<file path="config.mk">
export PLATFORM = sky130hd
export DESIGN_NAME = utq_ctrl
export DESIGN_NICKNAME = d
export VERILOG_FILES = /design/src/hdl/utq_pkg.sv /design/src/hdl/utq_ctrl.sv
export VERILOG_INCLUDE_DIRS = /design/src /design/src/hdl
export SDC_FILE = /design/constraint.sdc
export NUM_CORES = 1
export LEC_CHECK = 0
export BUFFER_PORTS_ARGS = -buffer_cell sky130_fd_sc_hd__buf_2
export CORE_AREA = 5 5 42 44
export DETAILED_ROUTE_END_ITERATION = 6
export DIE_AREA = 0 0 47 49
export PLACE_DENSITY = 0.52
export SETUP_SLACK_MARGIN = 0.4
export SLEW_MARGIN = 20
export SYNTH_ARGS = -nofsm -noshare
export SYNTH_HDL_FRONTEND = slang
export SYNTH_SLANG_ARGS = --single-unit
</file>
<file path="constraint.sdc">
create_clock -name clk -period 1.1 [get_ports clk]
set_input_delay 0.165 -clock clk [delete_from_list [all_inputs] [get_ports clk]]
set_output_delay 0.165 -clock clk [all_outputs]
set_load 0.05 [all_outputs]
</file>
<file path="src/hdl/assert_macros.svh">
// assertion helpers shared by the utq modules
// both expect clk and rst_n in scope
`ifndef ASSERT_MACROS_SVH
`define ASSERT_MACROS_SVH

// property must hold at every clock edge outside reset
`define UTQ_ASSERT(label, prop, msg) \
    label: assert property (@(posedge clk) disable iff (!rst_n) prop) \
        else $error(msg);

// condition must never be true outside reset
`define UTQ_NEVER(label, cond, msg) \
    label: assert property (@(posedge clk) disable iff (!rst_n) !(cond)) \
        else $error(msg);

`endif

</file>
<file path="src/hdl/utq_pkg.sv">
// ----------------------------------------------------------------------------
// utq_pkg
// Types and constants of the console transmit queue with newline expansion.
// ----------------------------------------------------------------------------
package utq_pkg;

    localparam logic [7:0] CH_LF      = 8'h0A;
    localparam logic [7:0] CH_CR      = 8'h0D;
    localparam logic       FUNC_WRITE = 1'b0;
    localparam logic       FUNC_TICK  = 1'b1;

    typedef struct packed {
        logic       func;
        logic [7:0] data_byte;
        logic       end_of_write;
    } utq_in_t;

    typedef struct packed {
        logic [1:0]  accepted_count;
        logic        tx_valid;
        logic [7:0]  tx_byte;
        logic        irq_armed;
        logic [31:0] drop_count;
        logic [10:0] fill_level;
    } utq_out_t;

    // controller to datapath
    typedef struct packed {
        logic load;
        logic push_cr;
        logic push_lf;
        logic push_byte;
        logic read;
        logic finish;
    } utq_cmd_t;

    // datapath to controller
    typedef struct packed {
        logic is_write;
        logic expand;
        logic tick_go;
    } utq_status_t;

endpackage

</file>
<file path="src/hdl/utq_ctrl.sv">
// ----------------------------------------------------------------------------
// utq_ctrl
// Sequencer: latches an item, issues pushes or a ring read, strobes the result.
// ----------------------------------------------------------------------------
`include "assert_macros.svh"

module utq_ctrl import utq_pkg::*; (
    input  logic        clk,
    input  logic        rst_n,
    input  logic        start,
    input  utq_status_t st,
    output logic        busy,
    output logic        done,
    output utq_cmd_t    cmd
);

    typedef enum logic [3:0] {
        S_IDLE    = 4'b0001,
        S_EXEC    = 4'b0010,
        S_PUSH_LF = 4'b0100,
        S_DONE    = 4'b1000
    } state_t;

    state_t state_reg;
    state_t state_next;

    always_comb
    begin
        state_next = state_reg;
        cmd        = '0;
        unique case (state_reg)
            S_IDLE:
            begin
                if (start)
                begin
                    cmd.load   = 1'b1;
                    state_next = S_EXEC;
                end
            end
            S_EXEC:
            begin
                if (st.is_write)
                begin
                    if (st.expand)
                    begin
                        cmd.push_cr = 1'b1;
                        state_next  = S_PUSH_LF;
                    end
                    else
                    begin
                        cmd.push_byte = 1'b1;
                        state_next    = S_DONE;
                    end
                end
                else
                begin
                    cmd.read   = st.tick_go;
                    state_next = S_DONE;
                end
            end
            S_PUSH_LF:
            begin
                cmd.push_lf = 1'b1;
                state_next  = S_DONE;
            end
            S_DONE:
            begin
                cmd.finish = 1'b1;
                state_next = S_IDLE;
            end
            default:
            begin
                state_next = S_IDLE;
            end
        endcase
    end

    always_ff @(posedge clk or negedge rst_n)
    begin
        if (!rst_n)
        begin
            state_reg <= S_IDLE;
        end
        else
        begin
            state_reg <= state_next;
        end
    end

    assign busy = (state_reg != S_IDLE);
    assign done = (state_reg == S_DONE);

    `UTQ_ASSERT(a_done_single, done |=> !done, "result strobe longer than one cycle")
    `UTQ_ASSERT(a_start_busy, (start && !busy) |=> busy, "transfer taken without going busy")

endmodule

</file>
# After elaboration in Yosys (flattened, before gate mapping)
# Index checks and enable logic that the tools add are counted.
[word_totals]
reg_bits = 4
inputBits = 6
output_inout_bits = 8
word_cells = 22
[classes]
eq_ne = 6
n_mux = 15
[ops]
columns = ["operator", "count"]
rows = [
  ["2-to-1 mux 4 bit", 3],
  ["case mux 4 bit (3 select lines)", 1],
  ["2-to-1 mux 1 bit", 10],
  ["== test 4 x 1 -> 1 bit (second input constant)", 1],
  ["== test 4 x 2 -> 1 bit (second input constant)", 1],
  ["== test 4 x 3 -> 1 bit (second input constant)", 1],
  ["== test 4 bit (second input constant)", 1],
  ["inequality test 4 x 1 -> 1 bit (second input constant)", 1],
  ["2-to-1 mux 2 bit", 1],
  ["inequality test 2 bit (second input constant)", 1],
]

# Longest topological paths before layout
# Gate-level depths: netlist (run 1).
[logic_depth]
word_depth = 3
depth_mapped = 3
depth_no_buf = 3

# Worst setup path after synthesis (run 1)
# Ideal clock, no wire load.
[synth_timing]
path_kind = "reg2out"
startpoint = "reg state_reg[1]"
endpoint = "out cmd[0] (netlist bit)"
arrival_time_ns = 2.497
required_time_ns = 0.935
setup_slack_ns = -1.562
path_stages_with_launch = 3
n_path_buf = 1
cell_sequence = "dfrtp_1 > nor4_1 > buf_4"
[synth_rtl]
columns = ["element", "line", "rtl"]
rows = [
  ["start, declared", "utq_ctrl.sv:24", "state_t state_reg;"],
  ["start signal, assigned", "utq_ctrl.sv:86", "state_reg <= state_next;"],
  ["end, declared", "utq_ctrl.sv:14", "output utq_cmd_t cmd"],
]

==> results.txt, run 1 <==
----------------------------------------------------
[Die]
  Area of the die ... 2300 um^2
  CORE AREA ... 1400 um^2
  Number of ports placed on the die boundary ... 14
  DIE WIDTH ... 47 um
  Std-Cell Rows ... 14
  Vertical die dimension ... 49 um
  Initial cell density of the core ... 18.6%

[Pwr]
  Max VDD drop ... 1550 uV
  Combinational cell fraction of total power ... 63.6%
  LEAKAGE ... 0.259 nW
  Proportion of power drawn by flip-flops and latches ... 20.8%
  Portion of total power attributed to the clock network ... 15.6%
  Switching pwr ... 0.000579 W
  Sw Share ... 43.8%
  Power density relative to cell area ... 2260 nW/um^2
  Internal power component ... 0.000742 W

[Setup path]
  WP data arrival ... 1.31 ns
  Critical register-to-register path startpoint ... state_reg[1]$_DFFE_PN0P_
  WS Path Type ... register to primary output
  Total buffers and inverters traversed by the critical path ... 1
  Worst setup path startpoint ... state_reg[2]$_DFFE_PN0P_
  Worst path max stage delay ... 0.42 ns
  Cell family with most CP delay ... simple AND/OR/NAND/NOR gates
  Required time of the critical path ... 0.94 ns
  Reg2Reg Capture Point ... state_reg[3]$_DFFE_PN0P_
  Setup slack of the most critical reg-to-reg path ... 0.01 ns
  Setup crit start kind ... register
  Logic depth of the worst setup path including buffers ... 4
  Slowest stage cell on the critical path ... sky130_fd_sc_hd__dfrtp_2
  Top fanout value on the critical path ... 4
  Worst path cell trace ... nor2_4 > nand3b_4 > nor3b_4 > buf_6
  Critical Path Sink Type ... primary output
  Path depth of the worst reg2reg path ... 4

[Yosys]
  Post-Syn Area ... 260 um^2
  Count leader, synth ... sky130_fd_sc_hd__nor2_1
  Synth Warn # ... 0
  Synth top cells by count ... sky130_fd_sc_hd__nor2_1, sky130_fd_sc_hd__dfrtp_1, sky130_fd_sc_hd__inv_1
  Syn_nets ... 33
  Async SR Flop Fraction ... 100%
  Total of flip-flops plus latches after synthesis ... 4
  Sequential share of the synthesized area ... 38.9%
  Number of cells produced by synthesis ... 27
  Avg Synthesized Cell Area ... 9.64 um^2
  Post-synth cell types ... 17
  Dominant register cell in the synthesized netlist ... sky130_fd_sc_hd__dfrtp_1
  Area contributors post-synth ... sky130_fd_sc_hd__dfrtp_1, sky130_fd_sc_hd__dfstp_2, sky130_fd_sc_hd__nor3b_2, sky130_fd_sc_hd__nand3b_4, sky130_fd_sc_hd__nand3b_1
  Number of enable flip-flop cells after synthesis ... 0
  Fraction of synthesized cell area taken by the top area cell type ... 28.8%
  Leading area contributor after synthesis ... sky130_fd_sc_hd__dfrtp_1

[Layout]
  Final std cell area, no fill ... 586 um^2
  Fraction of final layout cells sized beyond drive strength 1 ... 78.6%
  Area Growth Syn to Fin ... 125%
  Final net count ... 63
  Final cell utilization of the core ... 41.8%
  Flip-flop count of the largest register, all copies and words added ... 4
  Diode insertion count for antenna repair ... 0

[STA]
  Slew at the pin closest to its max-slew limit ... 0.280 ns
  Fraction of the cycle the final worst path needs ... 134%
  Least setup slack across all paths after layout ... -0.377 ns
  Final setup violating endpoints ... 8
  RSZ-0062 raised after global routing ... yes
  Number of failing hold endpoints at the final stage ... 0
  Shortest clock period the worst path allows after layout ... 1.48 ns
  Highest achievable clock rate ... 0.677 GHz
  Number of pins exceeding their max-slew limit in the final report ... 0
  Final-layout setup total negative slack ... -2.61 ns
  Tightest slew margin relative to the limit ... 81.2%
  Final setup skew ... 0.00911 ns

[Clock tree]
  TritonCTS buffer count ... 3
  Cell at the root of the clock tree ... sky130_fd_sc_hd__clkbuf_4
  Total clock sinks ... 4
  CTS tree ... done
  Clock transition at the register clock pins on the worst setup and hold paths after CTS ... 0.05 ns
  Worst-Skew Late Latency ... 0.24 ns
  H-tree Lvls ... 1
  Maximum number of buffers from clock root to sink ... 2

[Min path]
  Startpoint of the tightest hold check path ... start
  Capture endpoint of the worst hold path ... state_reg[1]$_DFFE_PN0P_
  Number of cells on the worst hold path ... 3
  Worst hold path class ... input port to register

[Placement]
  Final RePlAce weighted congestion ... 0.663
  Buffers added on ports ... 13
  Placement Cell Area ... 447 um^2
  Final HPWL DP ... 587 um

[Flow run]
  Maxcap violations ... 0

[Drt]
  Post-route DRC ... 0
  Vias per cell ... 4.36
  First DRT Iteration DRCs ... 5
  Number of iterations in the first detailed-routing pass ... 2
  Routed len/inst ... 10.8 um
  Aggregate routed wire length ... 780 um
  Antenna Violating Nets Remaining ... 0
  Count of vias placed by the detailed router ... 314

[GRT]
  Vias in the first global route ... 335
  Number of antenna violations at the first check in global routing ... 0
  Total congestion overflow ... 0
  First-pass GRT wire length ... 1.35 mm
  Maximum number of pins on one net before global-route repair ... 7
  All-layer global routing usage ... 8.40%

[Run status]
  Violations in the final reports ... setup timing
  Status ... complete, but fails checks

----------------------------------------------------
==> worst min-delay path, cell delays in order <==
cell                     delay (ns)
sky130_fd_sc_hd__buf_2         0.09
sky130_fd_sc_hd__inv_1         0.07
sky130_fd_sc_hd__nor2_1        0.10
==> worst max path at each step <==
stage                        end
after global routing      cmd[2]
after CTS                 cmd[2]
after detailed placement  cmd[2]
after floorplan           cmd[5]
final                     cmd[2]
after global placement    cmd[1]
==> per-layer routing <==
metal,up-vias,global-route usage [%],wire [um]
met5,-,0,0
met4,0,5.53,0
met3,0,3.69,79
met2,12,13.6,436
met1,152,8.20,264
li1,150,-,-
==> repair_timing <==
item | in CTS | in global routing
gates resized for setup | 20 | 2
setup endpoints to repair | 12 | 12
hold buffers | 1 | 0
buffers inserted | 4 | 1
endpoints found under the hold margin | 4 | 0
pin swaps | 1 | 1
==> final cells by class <==
class | instances | area [um^2]
fillers | 152 | 816
repair buffers | 26 | 223
multi-input cells | 19 | 200
flip-flops and latches | 4 | 105
clock buffers | 4 | 26.3
well taps | 16 | 20.0
inverters | 3 | 11.3
==> placed cells by master (no fill, tap or decap), drive strengths merged <==
master,count
mux2i,1
nor4,2
clkbuf,4
nor2,5
a21oi,1
o21ai,2
nand3b,3
buf,25
dfstp,1
nor3,1
dfrtp,3
inv,3
o211ai,1
dlygate4sd3,1
nor3b,2
nand2,1
==> logic make-up (layout without fill, tap and decap cells) <==
logic type             count (synthesis)  after routing  synth area share (%)
AOI/OAI and AO/OA                      4              4                  8.65
muxes                                  1              1                  3.85
and+or+nand+nor                       14             14                  41.3
DFF                                    4              4                  38.9
buffers and inverters                  4             33                  7.21
==> power by group through the flow <==
stage	sequential [W]	combinational (W)	clock, W
after floorplan	0.000303	0.000407	0
after global placement	0.000278	0.000632	0
after detailed placement	0.000278	0.000632	0
after CTS	0.000276	0.000823	0.000218
after global routing	0.000288	0.000886	0.000234
final	0.000275	0.000841	0.000205
==> through the flow <==
stage | std cells | setup WS (ns) | hold slack [ns] | total power (W)
2_1_floorplan | 27 | -0.627 | -0.131 | 0.000710
3_3_place_gp | 62 | -0.189 | -0.0268 | 0.000910
3_5_place_dp | 62 | -0.212 | -0.0243 | 0.000910
4_1_cts | 71 | -0.394 | 0.219 | 0.00132
5_1_grt | 72 | -0.467 | 0.231 | 0.00141
6_report | 72 | -0.377 | 0.221 | 0.00132
(Power assumes the default switching activity.)
==> run 2: changes to the inputs <==
CTS_BUF_LIST = sky130_fd_sc_hd__clkbuf_2   (was unset)
==> results.txt, run 2 (same netlist as run 1, synthesis figures left out) <==
----------------------------------------------------
[STA]
  Highest achievable clock rate ... 0.686 GHz
  Number of pins exceeding their max-slew limit in the final report ... 0
  Final setup skew ... 0.0140 ns
  Final-layout setup total negative slack ... -2.45 ns
  Least setup slack across all paths after layout ... -0.357 ns
  Final setup violating endpoints ... 8
  Number of failing hold endpoints at the final stage ... 0
  Tightest slew margin relative to the limit ... 81.2%
  Fraction of the cycle the final worst path needs ... 132%
  Slew at the pin closest to its max-slew limit ... 0.280 ns
  RSZ-0062 raised after global routing ... yes
  Shortest clock period the worst path allows after layout ... 1.46 ns

[Die]
  DIE WIDTH ... 47 um
  CORE AREA ... 1400 um^2
  Area of the die ... 2300 um^2
  Number of ports placed on the die boundary ... 14
  Initial cell density of the core ... 18.6%
  Vertical die dimension ... 49 um
  Std-Cell Rows ... 14

[Min path]
  Startpoint of the tightest hold check path ... start
  Capture endpoint of the worst hold path ... state_reg[1]$_DFFE_PN0P_
  Number of cells on the worst hold path ... 3
  Worst hold path class ... input port to register

[Pwr]
  Max VDD drop ... 1550 uV
  Power density relative to cell area ... 2210 nW/um^2
  LEAKAGE ... 0.261 nW
  Design Power ... 0.00128 W

[Drt]
  Post-route DRC ... 0
  Number of iterations in the first detailed-routing pass ... 2
  Antenna Violating Nets Remaining ... 0
  Aggregate routed wire length ... 778 um
  Vias per cell ... 4.36
  Count of vias placed by the detailed router ... 314
  Routed len/inst ... 10.8 um
  First DRT Iteration DRCs ... 2

[GRT]
  First-pass GRT wire length ... 1.35 mm
  Number of antenna violations at the first check in global routing ... 0
  Maximum number of pins on one net before global-route repair ... 7
  All-layer global routing usage ... 8.19%
  Met3 track utilization from global routing ... 3.69%
  Fraction of met2 tracks used by global routing ... 13.6%
  Total congestion overflow ... 0
  Met1 usage in global routing ... 8.20%
  Routing layer with the top usage in global route ... met2
  Vias in the first global route ... 335

[Flow run]
  Maxcap violations ... 0

[Clock tree]
  Total clock sinks ... 4
  Maximum number of buffers from clock root to sink ... 2
  H-tree Lvls ... 1
  TritonCTS buffer count ... 3
  Clock transition at the register clock pins on the worst setup and hold paths after CTS ... 0.06 ns
  Worst-Skew Late Latency ... 0.22 ns
  Cell at the root of the clock tree ... sky130_fd_sc_hd__clkbuf_2
  CTS tree ... done

[Setup path]
  Critical register-to-register path startpoint ... state_reg[1]$_DFFE_PN0P_
  Worst path cell trace ... nor2_4 > nand3b_4 > nor3b_4 > buf_6
  Top fanout value on the critical path ... 4
  WS Path Type ... register to primary output
  Required time of the critical path ... 0.94 ns
  Path depth of the worst reg2reg path ... 4
  Slowest stage cell on the critical path ... sky130_fd_sc_hd__dfrtp_2
  Worst path max stage delay ... 0.42 ns
  Worst setup path startpoint ... state_reg[2]$_DFFE_PN0P_
  Total buffers and inverters traversed by the critical path ... 1
  Setup slack of the most critical reg-to-reg path ... 0 ns
  Reg2Reg Capture Point ... state_reg[3]$_DFFE_PN0P_
  Cell family with most CP delay ... simple AND/OR/NAND/NOR gates
  WP data arrival ... 1.29 ns
  Setup crit start kind ... register
  Critical Path Sink Type ... primary output

[Layout]
  Fraction of final layout cells sized beyond drive strength 1 ... 80.4%
  Diode insertion count for antenna repair ... 0
  Post-route non-filler standard cell count ... 72
  Commonest cells after routing, fill and taps aside ... sky130_fd_sc_hd__buf_4, sky130_fd_sc_hd__buf_6, sky130_fd_sc_hd__buf_2
  Final net count ... 63
  Final std cell area, no fill ... 579 um^2
  Area Growth Syn to Fin ... 123%
  Flip-flop count of the largest register, all copies and words added ... 4

[Placement]
  Buffers added on ports ... 13
  Total instance count after detailed placement ... 62
  Placement Cell Area ... 447 um^2
  Final RePlAce weighted congestion ... 0.663
  Setup WS pre-CTS ... -0.212 ns
  Final HPWL DP ... 587 um

[Run status]
  Status ... complete, but fails checks
  Violations in the final reports ... setup timing

----------------------------------------------------
==> run 2: area by class of cell <==
class | count | area [um^2]
well taps | 16 | 20.0
multi-input cells | 19 | 200
clock buffers | 4 | 20.0
fillers | 151 | 822
inverters | 3 | 11.3
repair buffers | 26 | 223
flip-flops and latches | 4 | 105
==> run 2: worst reg2reg max path, stage by stage, from the launching register on <==
cell and delay (ns):
sky130_fd_sc_hd__dfrtp_2 0.47, sky130_fd_sc_hd__buf_4 0.16, sky130_fd_sc_hd__buf_4 0.12, sky130_fd_sc_hd__mux2i_1 0.17, sky130_fd_sc_hd__nor3_2 0.05
==> run 2: how the worst max path moves through the flow <==
stage / end / slack [ns] / cells past startpoint
after floorplan: cmd[5] / -0.63 / 2
after global placement: cmd[1] / -0.19 / 4
after detailed placement: cmd[2] / -0.21 / 4
after CTS: cmd[2] / -0.38 / 4
after global routing: cmd[2] / -0.46 / 4
final: cmd[2] / -0.36 / 4
==> run 2: through the flow <==
stage | hold WS (ns) | util, %
after CTS | 0.237 | 40.4
after floorplan | -0.131 | -
final | 0.245 | 41.3
after detailed placement | -0.0243 | 31.9
after global routing | 0.247 | 41.3
after global placement | -0.0268 | 31.9
==> run 2: where the power goes <==
part	leakage, nW	switching (W)	internal, W
combinational	0.197	0.000443	0.000397
sequential	0.0466	0.0000672	0.000207
clock	0.0166	0.0000692	0.0000961
total	0.261	0.000580	0.000701
==> run 2: layer usage <==
metal  vias to the layer above  share of wire (%)
met5                         -                  0
met4                         0                  0
met3                         0                 10
met2                        12                 56
met1                       152                 34
li1                        150                  -
==> run 2: what timing repair did <==
| item | in CTS | in global routing |
|---|---|---|
| hold buffers | 1 | 0 |
| pin swaps | 1 | 1 |
| gates resized for setup | 20 | 2 |
| hold endpoints to repair | 4 | 0 |
| cloned | 0 | 0 |
| buffers inserted | 4 | 1 |
| setup endpoints to repair | 12 | 12 |
==> run 3: changes to the inputs <==
clock period = 1.7 ns   (was 1.1 ns; I/O delays follow)
==> results.txt, run 3 (same netlist as run 1, synthesis figures left out) <==
----------------------------------------------------
[Run status]
  Status ... completed

[STA]
  Final-layout setup total negative slack ... 0 ns
  Number of failing hold endpoints at the final stage ... 0
  Final setup violating endpoints ... 0
  Fraction of the cycle the final worst path needs ... 92.9%
  RSZ-0062 raised after global routing ... yes
  Final setup skew ... 0.0136 ns
  Highest achievable clock rate ... 0.633 GHz
  Tightest slew margin relative to the limit ... 80.8%
  Number of pins exceeding their max-slew limit in the final report ... 0
  Slew at the pin closest to its max-slew limit ... 0.286 ns
  Shortest clock period the worst path allows after layout ... 1.58 ns
  Least setup slack across all paths after layout ... 0.120 ns

[GRT]
  Met1 usage in global routing ... 9.33%
  Maximum number of pins on one net before global-route repair ... 8
  All-layer global routing usage ... 8.98%
  First-pass GRT wire length ... 1.45 mm
  Total congestion overflow ... 0
  Routing layer with the top usage in global route ... met2
  Number of antenna violations at the first check in global routing ... 0
  Met3 track utilization from global routing ... 2.21%
  Vias in the first global route ... 319
  Fraction of met2 tracks used by global routing ... 13.8%

[Layout]
  Area Growth Syn to Fin ... 116%
  Flip-flop count of the largest register, all copies and words added ... 4
  Post-route non-filler standard cell count ... 70
  Diode insertion count for antenna repair ... 0
  Most frequent standard cell in the layout excluding fill and tap cells ... sky130_fd_sc_hd__buf_4
  Commonest cells after routing, fill and taps aside ... sky130_fd_sc_hd__buf_4, sky130_fd_sc_hd__buf_6, sky130_fd_sc_hd__buf_2
  Final net count ... 61
  Filler Cell Count ... 150
  Fraction of final layout cells sized beyond drive strength 1 ... 74.1%

[Drt]
  Aggregate routed wire length ... 757 um
  Vias per cell ... 4.29
  Routed len/inst ... 10.8 um
  Number of iterations in the first detailed-routing pass ... 4
  Count of vias placed by the detailed router ... 300
  First DRT Iteration DRCs ... 2
  Post-route DRC ... 0
  Antenna Violating Nets Remaining ... 0

[Clock tree]
  Cell at the root of the clock tree ... sky130_fd_sc_hd__clkbuf_2
  CTS tree ... done
  Worst-Skew Late Latency ... 0.22 ns
  Total clock sinks ... 4
  Clock transition at the register clock pins on the worst setup and hold paths after CTS ... 0.05 ns
  TritonCTS buffer count ... 3
  H-tree Lvls ... 1
  Maximum number of buffers from clock root to sink ... 2

[Die]
  Std-Cell Rows ... 14
  Number of ports placed on the die boundary ... 14
  Vertical die dimension ... 49 um
  DIE WIDTH ... 47 um
  CORE AREA ... 1400 um^2
  Initial cell density of the core ... 18.6%
  Area of the die ... 2300 um^2

[Setup path]
  Reg2Reg Capture Point ... state_reg[1]$_DFFE_PN0P_
  WS Path Type ... register to primary output
  Required time of the critical path ... 1.44 ns
  Setup crit start kind ... register
  Path depth of the worst reg2reg path ... 5
  Critical Path Sink Type ... primary output
  Setup slack of the most critical reg-to-reg path ... 0.47 ns
  Top fanout value on the critical path ... 4
  WP data arrival ... 1.32 ns
  Critical register-to-register path startpoint ... state_reg[2]$_DFFE_PN0P_

[Pwr]
  Max VDD drop ... 814 uV
  Design Power ... 0.000830 W
  LEAKAGE ... 0.250 nW
  Power density relative to cell area ... 1470 nW/um^2

[Flow run]
  Maxcap violations ... 0

[Min path]
  Number of cells on the worst hold path ... 3
  Worst hold path class ... input port to register
  Startpoint of the tightest hold check path ... start
  Capture endpoint of the worst hold path ... state_reg[1]$_DFFE_PN0P_

[Placement]
  Buffers added on ports ... 13
  Final HPWL DP ... 506 um
  Setup WS pre-CTS ... 0.241 ns
  Total instance count after detailed placement ... 55
  Final RePlAce weighted congestion ... 0.695

----------------------------------------------------
==> run 3: layer usage <==
layer | vias to the layer above | wire, um
li1 | 147 | -
met1 | 143 | 260
met2 | 7 | 456
met3 | 3 | 10
met4 | 0 | 30
met5 | - | 0
==> run 3: final cells by class <==
type / instances / area [um^2] / area share, %
timing repair buffer: 24 / 213 / 37.8
multi-input combinational: 19 / 194 / 34.4
sequential: 4 / 105 / 18.7
clock buffer: 4 / 20.0 / 3.56
tap: 16 / 20.0 / 3.56
inverter: 3 / 11.3 / 2.00
==> run 3: how the worst max path moves through the flow <==
stage	startpoint	end	slack [ns]	cells past startpoint
floorplan	state_reg[0]$_DFFE_PN1P_	cmd[5]	-0.12	2
global placement	state_reg[2]$_DFFE_PN0P_	cmd[2]	0.25	4
detailed placement	state_reg[2]$_DFFE_PN0P_	cmd[2]	0.24	4
CTS	state_reg[3]$_DFFE_PN0P_	cmd[1]	0.11	4
global route	state_reg[2]$_DFFE_PN0P_	cmd[2]	0.0005	4
finish	state_reg[2]$_DFFE_PN0P_	cmd[4]	0.12	5
==> run 3: per-stage QoR <==
stage	instance area [um^2]	utilization [%]	hold slack (ns)
2_1_floorplan	315	-	-0.0406
3_3_place_gp	393	28.0	0.0609
3_5_place_dp	393	28.0	0.0612
4_1_cts	548	39.1	0.343
5_1_grt	563	40.2	0.324
6_report	563	40.2	0.359
==> run 3: worst max-delay path: stages, from the launching register on <==
cell and delay (ns):
sky130_fd_sc_hd__dfrtp_2 0.44, sky130_fd_sc_hd__nor2_4 0.15, sky130_fd_sc_hd__nand3b_4 0.13, sky130_fd_sc_hd__buf_4 0.17, sky130_fd_sc_hd__nor2_4 0.07, sky130_fd_sc_hd__buf_6 0.16
==> run 3: where the power goes <==
part           internal (W)  total (W)  switching (W)
registers          0.000135   0.000197      0.0000617
clock network     0.0000620   0.000103      0.0000412
logic              0.000262   0.000530       0.000268
total              0.000459   0.000830       0.000371
==> run 3: timing repair <==
item,in CTS,in global routing
gates resized for setup,18,0
endpoints found under the hold margin,3,0
cloned,0,0
pin swaps,3,3
hold buffers,1,0
buffers inserted,8,2
endpoints found under the setup margin,8,8
